File: config.mk
export PLATFORM = sky130hd
export DESIGN_NAME = clock_time_setting_fsm
export DESIGN_NICKNAME = d
export VERILOG_FILES = /design/src/rtl/core/ctsf_pkg.sv /design/src/rtl/core/ctsf_step.sv /design/src/rtl/core/clock_time_setting_fsm.sv
export SDC_FILE = /design/constraint.sdc
export NUM_CORES = 1
export LEC_CHECK = 0
export BUFFER_PORTS_ARGS = -buffer_cell sky130_fd_sc_hd__buf_2
export CAP_MARGIN = 10
export CORE_UTILIZATION = 35
export DETAILED_ROUTE_END_ITERATION = 6
export SLEW_MARGIN = 20
export SYNTH_ARGS = -nofsm -noshare
export SYNTH_HDL_FRONTEND = slang
export SYNTH_SLANG_ARGS = --single-unit
File: constraint.sdc
create_clock -name clk -period 3.85 [get_ports clk]
set_clock_uncertainty 0.1 [all_clocks]
set_input_delay 0.77 -clock clk [delete_from_list [all_inputs] [get_ports clk]]
set_output_delay 0.77 -clock clk [all_outputs]
set_load 0.02 [all_outputs]
File: src/rtl/core/ctsf_pkg.sv
// Package for the clock time-setting controller: item types, edit register
// types, action and field codes, limits and reset values.
// No dependencies.
`timescale 1ns / 1ps

package ctsf_pkg;

    // Knob action codes.
    localparam logic [1:0] ACT_FORWARD  = 2'd0;
    localparam logic [1:0] ACT_BACKWARD = 2'd1;
    localparam logic [1:0] ACT_PRESS    = 2'd2;

    // Field select codes.
    localparam logic [2:0] FIELD_YEAR   = 3'd0;
    localparam logic [2:0] FIELD_MONTH  = 3'd1;
    localparam logic [2:0] FIELD_DAY    = 3'd2;
    localparam logic [2:0] FIELD_HOUR   = 3'd3;
    localparam logic [2:0] FIELD_MINUTE = 3'd4;
    localparam logic [2:0] FIELD_SECOND = 3'd5;

    // Field limits.
    localparam logic [7:0] YEAR_MIN   = 8'd70;
    localparam logic [7:0] YEAR_MAX   = 8'd199;
    localparam logic [3:0] MONTH_MAX  = 4'd11;
    localparam logic [4:0] DAY_MIN    = 5'd1;
    localparam logic [4:0] DAY_MAX    = 5'd31;
    localparam logic [4:0] HOUR_MAX   = 5'd23;
    localparam logic [5:0] MINUTE_MAX = 6'd59;
    localparam logic [5:0] SECOND_MAX = 6'd59;

    // Reset contents of the edit registers.
    localparam logic [7:0] RST_YEAR    = 8'd125;
    localparam logic [3:0] RST_MONTH   = 4'd3;
    localparam logic [4:0] RST_DAY     = 5'd30;
    localparam logic [4:0] RST_HOUR    = 5'd12;
    localparam logic [5:0] RST_MINUTE  = 6'd28;
    localparam logic [5:0] RST_SECOND  = 6'd0;
    localparam logic [2:0] RST_WEEKDAY = 3'd3;

    typedef enum logic {
        MODE_NORMAL  = 1'b0,
        MODE_SETTING = 1'b1
    } mode_t;

    typedef struct packed {
        logic [1:0] action;
        logic [7:0] live_year;
        logic [3:0] live_month;
        logic [4:0] live_day;
        logic [4:0] live_hour;
        logic [5:0] live_minute;
        logic [5:0] live_second;
        logic [2:0] live_weekday;
    } knob_item_t;

    typedef struct packed {
        logic       in_setting;
        logic [2:0] selected_field;
        logic [7:0] edit_year;
        logic [3:0] edit_month;
        logic [4:0] edit_day;
        logic [4:0] edit_hour;
        logic [5:0] edit_minute;
        logic [5:0] edit_second;
        logic [2:0] edit_weekday;
        logic       commit;
    } result_item_t;

    typedef struct packed {
        logic [7:0] year;
        logic [3:0] month;
        logic [4:0] day;
        logic [4:0] hour;
        logic [5:0] minute;
        logic [5:0] second;
        logic [2:0] weekday;
    } edit_t;

    // Mode and field select, the control state of the controller.
    typedef struct packed {
        mode_t      mode;
        logic [2:0] field;
    } ctl_t;

endpackage

File: src/rtl/core/ctsf_step.sv
// Next-state logic of the time-setting controller for one knob item.
// Depends on ctsf_pkg.
`timescale 1ns / 1ps

module ctsf_step
    import ctsf_pkg::*;
(
    input  knob_item_t knob,
    input  ctl_t       ctl,
    input  edit_t      edit,
    output ctl_t       ctl_next,
    output edit_t      edit_next,
    output logic       commit
);

    logic press;
    logic step_en;
    logic up;
    logic last_field;

    assign press      = (knob.action == ACT_PRESS);
    assign up         = (knob.action == ACT_FORWARD);
    assign step_en    = (ctl.mode == MODE_SETTING) &&
                        ((knob.action == ACT_FORWARD) || (knob.action == ACT_BACKWARD));
    assign last_field = (ctl.field >= FIELD_SECOND);

    // Next mode.
    always_comb
    begin
        ctl_next.mode = ctl.mode;
        if (press)
        begin
            case (ctl.mode)
                MODE_NORMAL:  ctl_next.mode = MODE_SETTING;
                MODE_SETTING: ctl_next.mode = last_field ? MODE_NORMAL : MODE_SETTING;
                default:      ctl_next.mode = MODE_NORMAL;
            endcase
        end
    end

    // Field select and commit flag.
    always_comb
    begin
        ctl_next.field = ctl.field;
        commit         = 1'b0;
        if (press)
        begin
            if (ctl.mode == MODE_NORMAL)
            begin
                ctl_next.field = FIELD_YEAR;
            end
            else if (last_field)
            begin
                ctl_next.field = FIELD_YEAR;
                commit         = 1'b1;
            end
            else
            begin
                ctl_next.field = ctl.field + 3'd1;
            end
        end
    end

    // Edit registers: load on entry, step the selected field in setting mode.
    always_comb
    begin
        edit_next = edit;
        if (press && (ctl.mode == MODE_NORMAL))
        begin
            edit_next.year    = knob.live_year;
            edit_next.month   = knob.live_month;
            edit_next.day     = knob.live_day;
            edit_next.hour    = knob.live_hour;
            edit_next.minute  = knob.live_minute;
            edit_next.second  = knob.live_second;
            edit_next.weekday = knob.live_weekday;
        end
        else if (step_en)
        begin
            case (ctl.field)
                FIELD_YEAR:
                begin
                    if (up)
                        edit_next.year = (edit.year >= YEAR_MAX) ? YEAR_MAX
                                                                 : edit.year + 8'd1;
                    else
                        edit_next.year = (edit.year <= YEAR_MIN) ? YEAR_MIN
                                                                 : edit.year - 8'd1;
                end
                FIELD_MONTH:
                begin
                    if (up)
                        edit_next.month = (edit.month >= MONTH_MAX) ? 4'd0
                                                                    : edit.month + 4'd1;
                    else
                        edit_next.month = ((edit.month == 4'd0) || (edit.month > MONTH_MAX))
                                          ? MONTH_MAX : edit.month - 4'd1;
                end
                FIELD_DAY:
                begin
                    if (up)
                        edit_next.day = ((edit.day >= DAY_MAX) || (edit.day < DAY_MIN))
                                        ? DAY_MIN : edit.day + 5'd1;
                    else
                        edit_next.day = (edit.day <= DAY_MIN) ? DAY_MAX : edit.day - 5'd1;
                end
                FIELD_HOUR:
                begin
                    if (up)
                        edit_next.hour = (edit.hour >= HOUR_MAX) ? 5'd0 : edit.hour + 5'd1;
                    else
                        edit_next.hour = ((edit.hour == 5'd0) || (edit.hour > HOUR_MAX))
                                         ? HOUR_MAX : edit.hour - 5'd1;
                end
                FIELD_MINUTE:
                begin
                    if (up)
                        edit_next.minute = (edit.minute >= MINUTE_MAX) ? 6'd0
                                                                       : edit.minute + 6'd1;
                    else
                        edit_next.minute = ((edit.minute == 6'd0) || (edit.minute > MINUTE_MAX))
                                           ? MINUTE_MAX : edit.minute - 6'd1;
                end
                FIELD_SECOND:
                begin
                    if (up)
                        edit_next.second = (edit.second >= SECOND_MAX) ? 6'd0
                                                                       : edit.second + 6'd1;
                    else
                        edit_next.second = ((edit.second == 6'd0) || (edit.second > SECOND_MAX))
                                           ? SECOND_MAX : edit.second - 6'd1;
                end
                default:
                begin
                    edit_next = edit;
                end
            endcase
        end
    end

endmodule

File: src/rtl/core/clock_time_setting_fsm.sv
// A knob item accepted into the input register moves on to the result
// register and is presented on the result port. One item per cycle while
// the result stage is not stalled by result_ready; an input register and a
// result register set the two-stage pipeline, the state update between them.
// Reset (rst_n low, asynchronous): normal mode, year field selected, edit
// registers at their power-up time, both pipeline stages empty.
// Depends on ctsf_pkg and ctsf_step.
`timescale 1ns / 1ps

module clock_time_setting_fsm
    import ctsf_pkg::*;
(
    input  logic         clk,
    input  logic         rst_n,
    input  logic         knob_valid,
    output logic         knob_ready,
    input  knob_item_t   knob,
    output logic         result_valid,
    input  logic         result_ready,
    output result_item_t result
);

    // Input stage: holds one accepted knob item.
    logic       knob_valid_reg;
    knob_item_t knob_reg;

    // Controller state and result stage.
    ctl_t         ctl_reg;
    edit_t        edit_reg;
    logic         result_valid_reg;
    result_item_t result_reg;

    ctl_t  ctl_next;
    edit_t edit_next;
    logic  commit_next;
    logic  advance;

    // The held item moves into the result stage whenever that stage is empty
    // or its item is being taken in this cycle. The controller state changes
    // only on that move, so each item sees the state its predecessor left.
    assign advance    = knob_valid_reg && (!result_valid_reg || result_ready);
    assign knob_ready = !knob_valid_reg || advance;

    ctsf_step u_step (
        .knob      (knob_reg),
        .ctl       (ctl_reg),
        .edit      (edit_reg),
        .ctl_next  (ctl_next),
        .edit_next (edit_next),
        .commit    (commit_next)
    );

    always_ff @(posedge clk or negedge rst_n)
    begin
        if (!rst_n)
        begin
            knob_valid_reg <= 1'b0;
        end
        else if (knob_ready)
        begin
            knob_valid_reg <= knob_valid;
        end
    end

    always_ff @(posedge clk)
    begin
        if (knob_valid && knob_ready)
        begin
            knob_reg <= knob;
        end
    end

    // Control state and the edit registers carry visible reset values.
    always_ff @(posedge clk or negedge rst_n)
    begin
        if (!rst_n)
        begin
            ctl_reg.mode     <= MODE_NORMAL;
            ctl_reg.field    <= FIELD_YEAR;
            edit_reg.year    <= RST_YEAR;
            edit_reg.month   <= RST_MONTH;
            edit_reg.day     <= RST_DAY;
            edit_reg.hour    <= RST_HOUR;
            edit_reg.minute  <= RST_MINUTE;
            edit_reg.second  <= RST_SECOND;
            edit_reg.weekday <= RST_WEEKDAY;
        end
        else if (advance)
        begin
            ctl_reg  <= ctl_next;
            edit_reg <= edit_next;
        end
    end

    always_ff @(posedge clk or negedge rst_n)
    begin
        if (!rst_n)
        begin
            result_valid_reg <= 1'b0;
        end
        else if (advance)
        begin
            result_valid_reg <= 1'b1;
        end
        else if (result_ready)
        begin
            result_valid_reg <= 1'b0;
        end
    end

    // The result reflects the state after the item is applied. The field
    // select is back at year whenever the block is in normal mode.
    always_ff @(posedge clk)
    begin
        if (advance)
        begin
            result_reg.in_setting     <= (ctl_next.mode == MODE_SETTING);
            result_reg.selected_field <= (ctl_next.mode == MODE_SETTING) ? ctl_next.field
                                                                         : FIELD_YEAR;
            result_reg.edit_year      <= edit_next.year;
            result_reg.edit_month     <= edit_next.month;
            result_reg.edit_day       <= edit_next.day;
            result_reg.edit_hour      <= edit_next.hour;
            result_reg.edit_minute    <= edit_next.minute;
            result_reg.edit_second    <= edit_next.second;
            result_reg.edit_weekday   <= edit_next.weekday;
            result_reg.commit         <= commit_next;
        end
    end

    assign result_valid = result_valid_reg;
    assign result       = result_reg;

    // A commit always closes setting mode.
    a_commit_leaves: assert property (@(posedge clk) disable iff (!rst_n)
        (result_valid_reg && result_reg.commit) |->
            (!result_reg.in_setting && (result_reg.selected_field == FIELD_YEAR)))
        else $error("commit result still shows setting mode");

    // Normal mode keeps the year field selected.
    a_normal_field: assert property (@(posedge clk) disable iff (!rst_n)
        (ctl_reg.mode == MODE_NORMAL) |-> (ctl_reg.field == FIELD_YEAR))
        else $error("field select not at year in normal mode");

    // Field select never runs past the second field.
    a_field_range: assert property (@(posedge clk) disable iff (!rst_n)
        ctl_reg.field <= FIELD_SECOND)
        else $error("field select out of range");

    // An item that moves into the result stage is presented next cycle.
    a_advance_shows: assert property (@(posedge clk) disable iff (!rst_n)
        advance |=> result_valid_reg)
        else $error("advanced item not presented");

    // Commit is raised only by a press made in setting mode.
    a_commit_from_setting: assert property (@(posedge clk) disable iff (!rst_n)
        (advance && commit_next) |-> (ctl_reg.mode == MODE_SETTING))
        else $error("commit raised outside setting mode");

endmodule
==> summary.log <==
[routing] drc violations 0
[global_route] initial antenna violation count 0
[sta] sum of negative setup slack 0 ns
[yosys] post-synthesis sequential element count 124
[floorplanning] number of cell rows 51
[floorplanning] die height 144 um
[routing] number of nets still failing antenna checks after routing 0
[clock_network] clock tree from TritonCTS yes
[sta] unrepaired setup endpoints after global routing false
[cells_and_area] max reg flops 42
[yosys] netlist area before placement 7070 sq um
[clock_network] Clock Latency Late Sink 0.43 ns
[sta] total count of hold-check failures in the final report 0
[placement] post-detailed-placement cell area 7660 sq um
[routing] count of vias placed by the detailed router 5686
[clock_network] H-tree depth 4
[critical_path] Crit path arrival time 2.78 ns
[clock_network] cts repair resizes 0
[floorplanning] die area 20800 sq um
[clock_network] number of buffers added by the clock tree synthesis step 17
[floorplanning] placeable core area 19700 sq um
[yosys] average cell area after synthesis 10.2 sq um
[routing] vias per std cell 5.49
[power_and_ir_drop] total leakage power 3.19 nW
[yosys] main flop type after synthesis sky130_fd_sc_hd__edfxtp_1
[cells_and_area] growth of design area from synthesis to finish 16.9%
[yosys] Post-Syn Nets 758
[global_route] aggregate global routing overflow 0
[sta] worst slew slack as a fraction of its limit 0.508
[clock_network] clock-pin slew on the worst setup and hold paths 0.06 ns
[power_and_ir_drop] Sequential Power Share 0.396
[critical_path] crit-path cells or2_1 > buf_4 > nor4_1 > o21ai_0 > a31oi_1 > a211o_1
[sta] peak clock frequency supported by timing 370 MHz
[critical_path] kind of end point of the critical path register
[placement] detailed-placement wirelength estimate 11800 um
[global_route] maximum number of pins on one net before global-route repair 40
[sta] Tightest Pin Transition 0.736 ns
[power_and_ir_drop] switching pwr 2.14 mW
[sta] Final Cycle Share 0.702
[yosys] Async SR Flop Fraction 0.347
[critical_path] largest stage delay on the critical path 0.70 ns
[power_and_ir_drop] Clock power frac 0.278
[critical_path] CP max FO 20
[power_and_ir_drop] internal power of the cells 3.70 mW
[routing] total iterations of the first detailed-routing run 5
[sta] Final Setup Violations 0
[placement] number of port buffers 86
[yosys] EDFF count, synth 81
[power_and_ir_drop] Comb power frac 0.326
[cells_and_area] flip-flop and latch area 3530 sq um
[cells_and_area] final std cell area, no fill 8270 sq um
[cells_and_area] net total in the final layout 822
[global_route] vias in the first global route 5337
[floorplanning] Top Ports 87
[clock_network] post-CTS setup repair buffer count 0
[clock_network] CTS sink cnt 124
[yosys] Gate Count Post-Synth 693
[floorplanning] initial core utilization 0.360
[placement] routability-driven placement congestion ratio 0.848
[routing] DR iter-0 viols 716
[critical_path] Crit-path slowest cell sky130_fd_sc_hd__edfxtp_1
[power_and_ir_drop] maximum vdd drop 0.302 mV
[clock_network] maximum clock path buffer count 2
[hold_path] type of the tightest min-delay check in2async
[critical_path] Setup crit start kind register
[cells_and_area] diode count 0
[power_and_ir_drop] power density over cell area 708 nW/um^2
[critical_path] number of buffers and inverters on the critical path 1
[yosys] sequential area share after synthesis 0.500
[routing] Total Wirelength 17800 um
[power_and_ir_drop] Net Sw Frac 0.367
[sta] post-layout minimum cycle time 2.70 ns
[critical_path] required time of the critical path 3.93 ns
[job] number of max-cap violations 0
[floorplanning] Die W 144 um
[clock_network] number of hold buffers added after CTS 0
[yosys] Ys Warns 0
[cells_and_area] fraction of final layout cells with drive strength greater than 1 0.230
[critical_path] worst setup path class reg2reg
[sta] pins over their slew limit 0
[cells_and_area] Multi-input gate area 3150 sq um
[yosys] Yosys cell types 86
[cells_and_area] number of filler instances in the final layout 1952
[global_route] total track usage 0.186
[routing] Routed wire per std cell 17.2 um
[critical_path] Top delay family on crit path simple AND/OR/NAND/NOR gates
[outcome] run status completed
[global_route] wire length of the first global-routing pass 29300 um
[clock_network] root buffer cell sky130_fd_sc_hd__clkbuf_16
-- cells by family after synthesis --
family	share of synthesized area
AO/OA/AOI/OAI	0.219
XOR/XNOR	0.00619
adder cells (fa/ha/maj)	0.0389
buffers and inverters	0.0556
flip-flops	0.500
multiplexers	0.0200
AND/OR/NAND/NOR	0.161
-- metal layers --
| layer | global-route usage | part of all wire | vias up | routed length [um] |
|---|---|---|---|---|
| met1 | 0.265 | 0.49 | 2705 | 8730 |
| met4 | 0.0632 | 0.016 | 0 | 284 |
| met2 | 0.275 | 0.45 | 182 | 7930 |
| met5 | 0 | 0 | - | 0 |
| met3 | 0.0421 | 0.048 | 25 | 862 |
| li1 | - | - | 2774 | - |
-- power groups by stage --
stage	clock network [mW]	registers (mW)	logic (mW)
5_1_grt	1.73	2.38	2.15
3_3_place_gp	0	2.33	1.87
3_5_place_dp	0	2.32	1.89
6_report	1.63	2.32	1.90
4_1_cts	1.66	2.31	1.90
2_1_floorplan	0	2.20	1.50
-- layout by cell type (no fill, tap or decap), drive strengths merged, types with 7 or more instances in the layout --
master,instances
or3,11
dfrtp,24
a311oi,7
mux2,9
o22ai,15
nand2,62
buf,99
a211oi,8
nor3,16
dfstp,19
a22oi,11
ha,22
o21ai,50
nor2,56
o211ai,9
clkbuf,21
nand3,18
and3,10
nor4,7
edfxtp,81
o31ai,9
a21o,7
inv,31
a31oi,14
a21oi,35
o311ai,8
-- area by class of cell --
cell class	instances	share of cell area
well taps	265	0.0401
multi-input cells	484	0.382
repair buffers	99	0.0639
flip-flops and latches	124	0.427
clock buffers	21	0.0557
inverters	31	0.0141
clock inverters	11	0.0173
-- final timing paths --
check / startpoint / endpoint / slack, ns / cells after the start
setup / recovery: knob_reg[38] / result[13] / 1.15 / 6
hold / removal: rst_n / edit_reg[20] / 0.20 / 1
setup reg to reg: knob_reg[38] / result[13] / 1.15 / 6
hold reg to reg: knob_valid_reg / result_valid / 0.39 / 1
max in group asynchronous: rst_n / edit_reg[34] / 2.62 / 2
min in group clk: knob_valid_reg / result_valid / 0.39 / 1
-- cell usage after synthesis, drive strengths merged, types with 10 or more instances --
| library cell | count | area, sq um |
|---|---|---|
| nand3 | 18 | 90.1 |
| o21ai | 50 | 254 |
| ha | 22 | 275 |
| nand2 | 62 | 233 |
| a22oi | 11 | 82.6 |
| dfstp | 19 | 499 |
| and3 | 10 | 62.6 |
| o22ai | 15 | 100 |
| or3 | 11 | 73.8 |
| nor3 | 16 | 80.1 |
| edfxtp | 81 | 2430 |
| a31oi | 14 | 87.6 |
| a21oi | 35 | 179 |
| buf | 31 | 189 |
| nor2 | 56 | 218 |
| dfrtp | 24 | 601 |
| clkbuf | 23 | 87.6 |
| inv | 31 | 116 |
-- metrics by stage --
step / power (mW) / instances / setup WS, ns / util / hold WS, ns
5_1_grt: 6.26 / 1035 / 0.924 / 0.421 / 0.215
3_5_place_dp: 4.21 / 1003 / 1.16 / 0.390 / 0.392
3_3_place_gp: 4.21 / 1003 / 1.24 / 0.390 / 0.385
4_1_cts: 5.87 / 1035 / 1.14 / 0.421 / 0.206
6_report: 5.85 / 1035 / 1.15 / 0.421 / 0.197
2_1_floorplan: 3.70 / 693 / 0.653 / - / 0.357
Power figures use the tool's default switching activity.
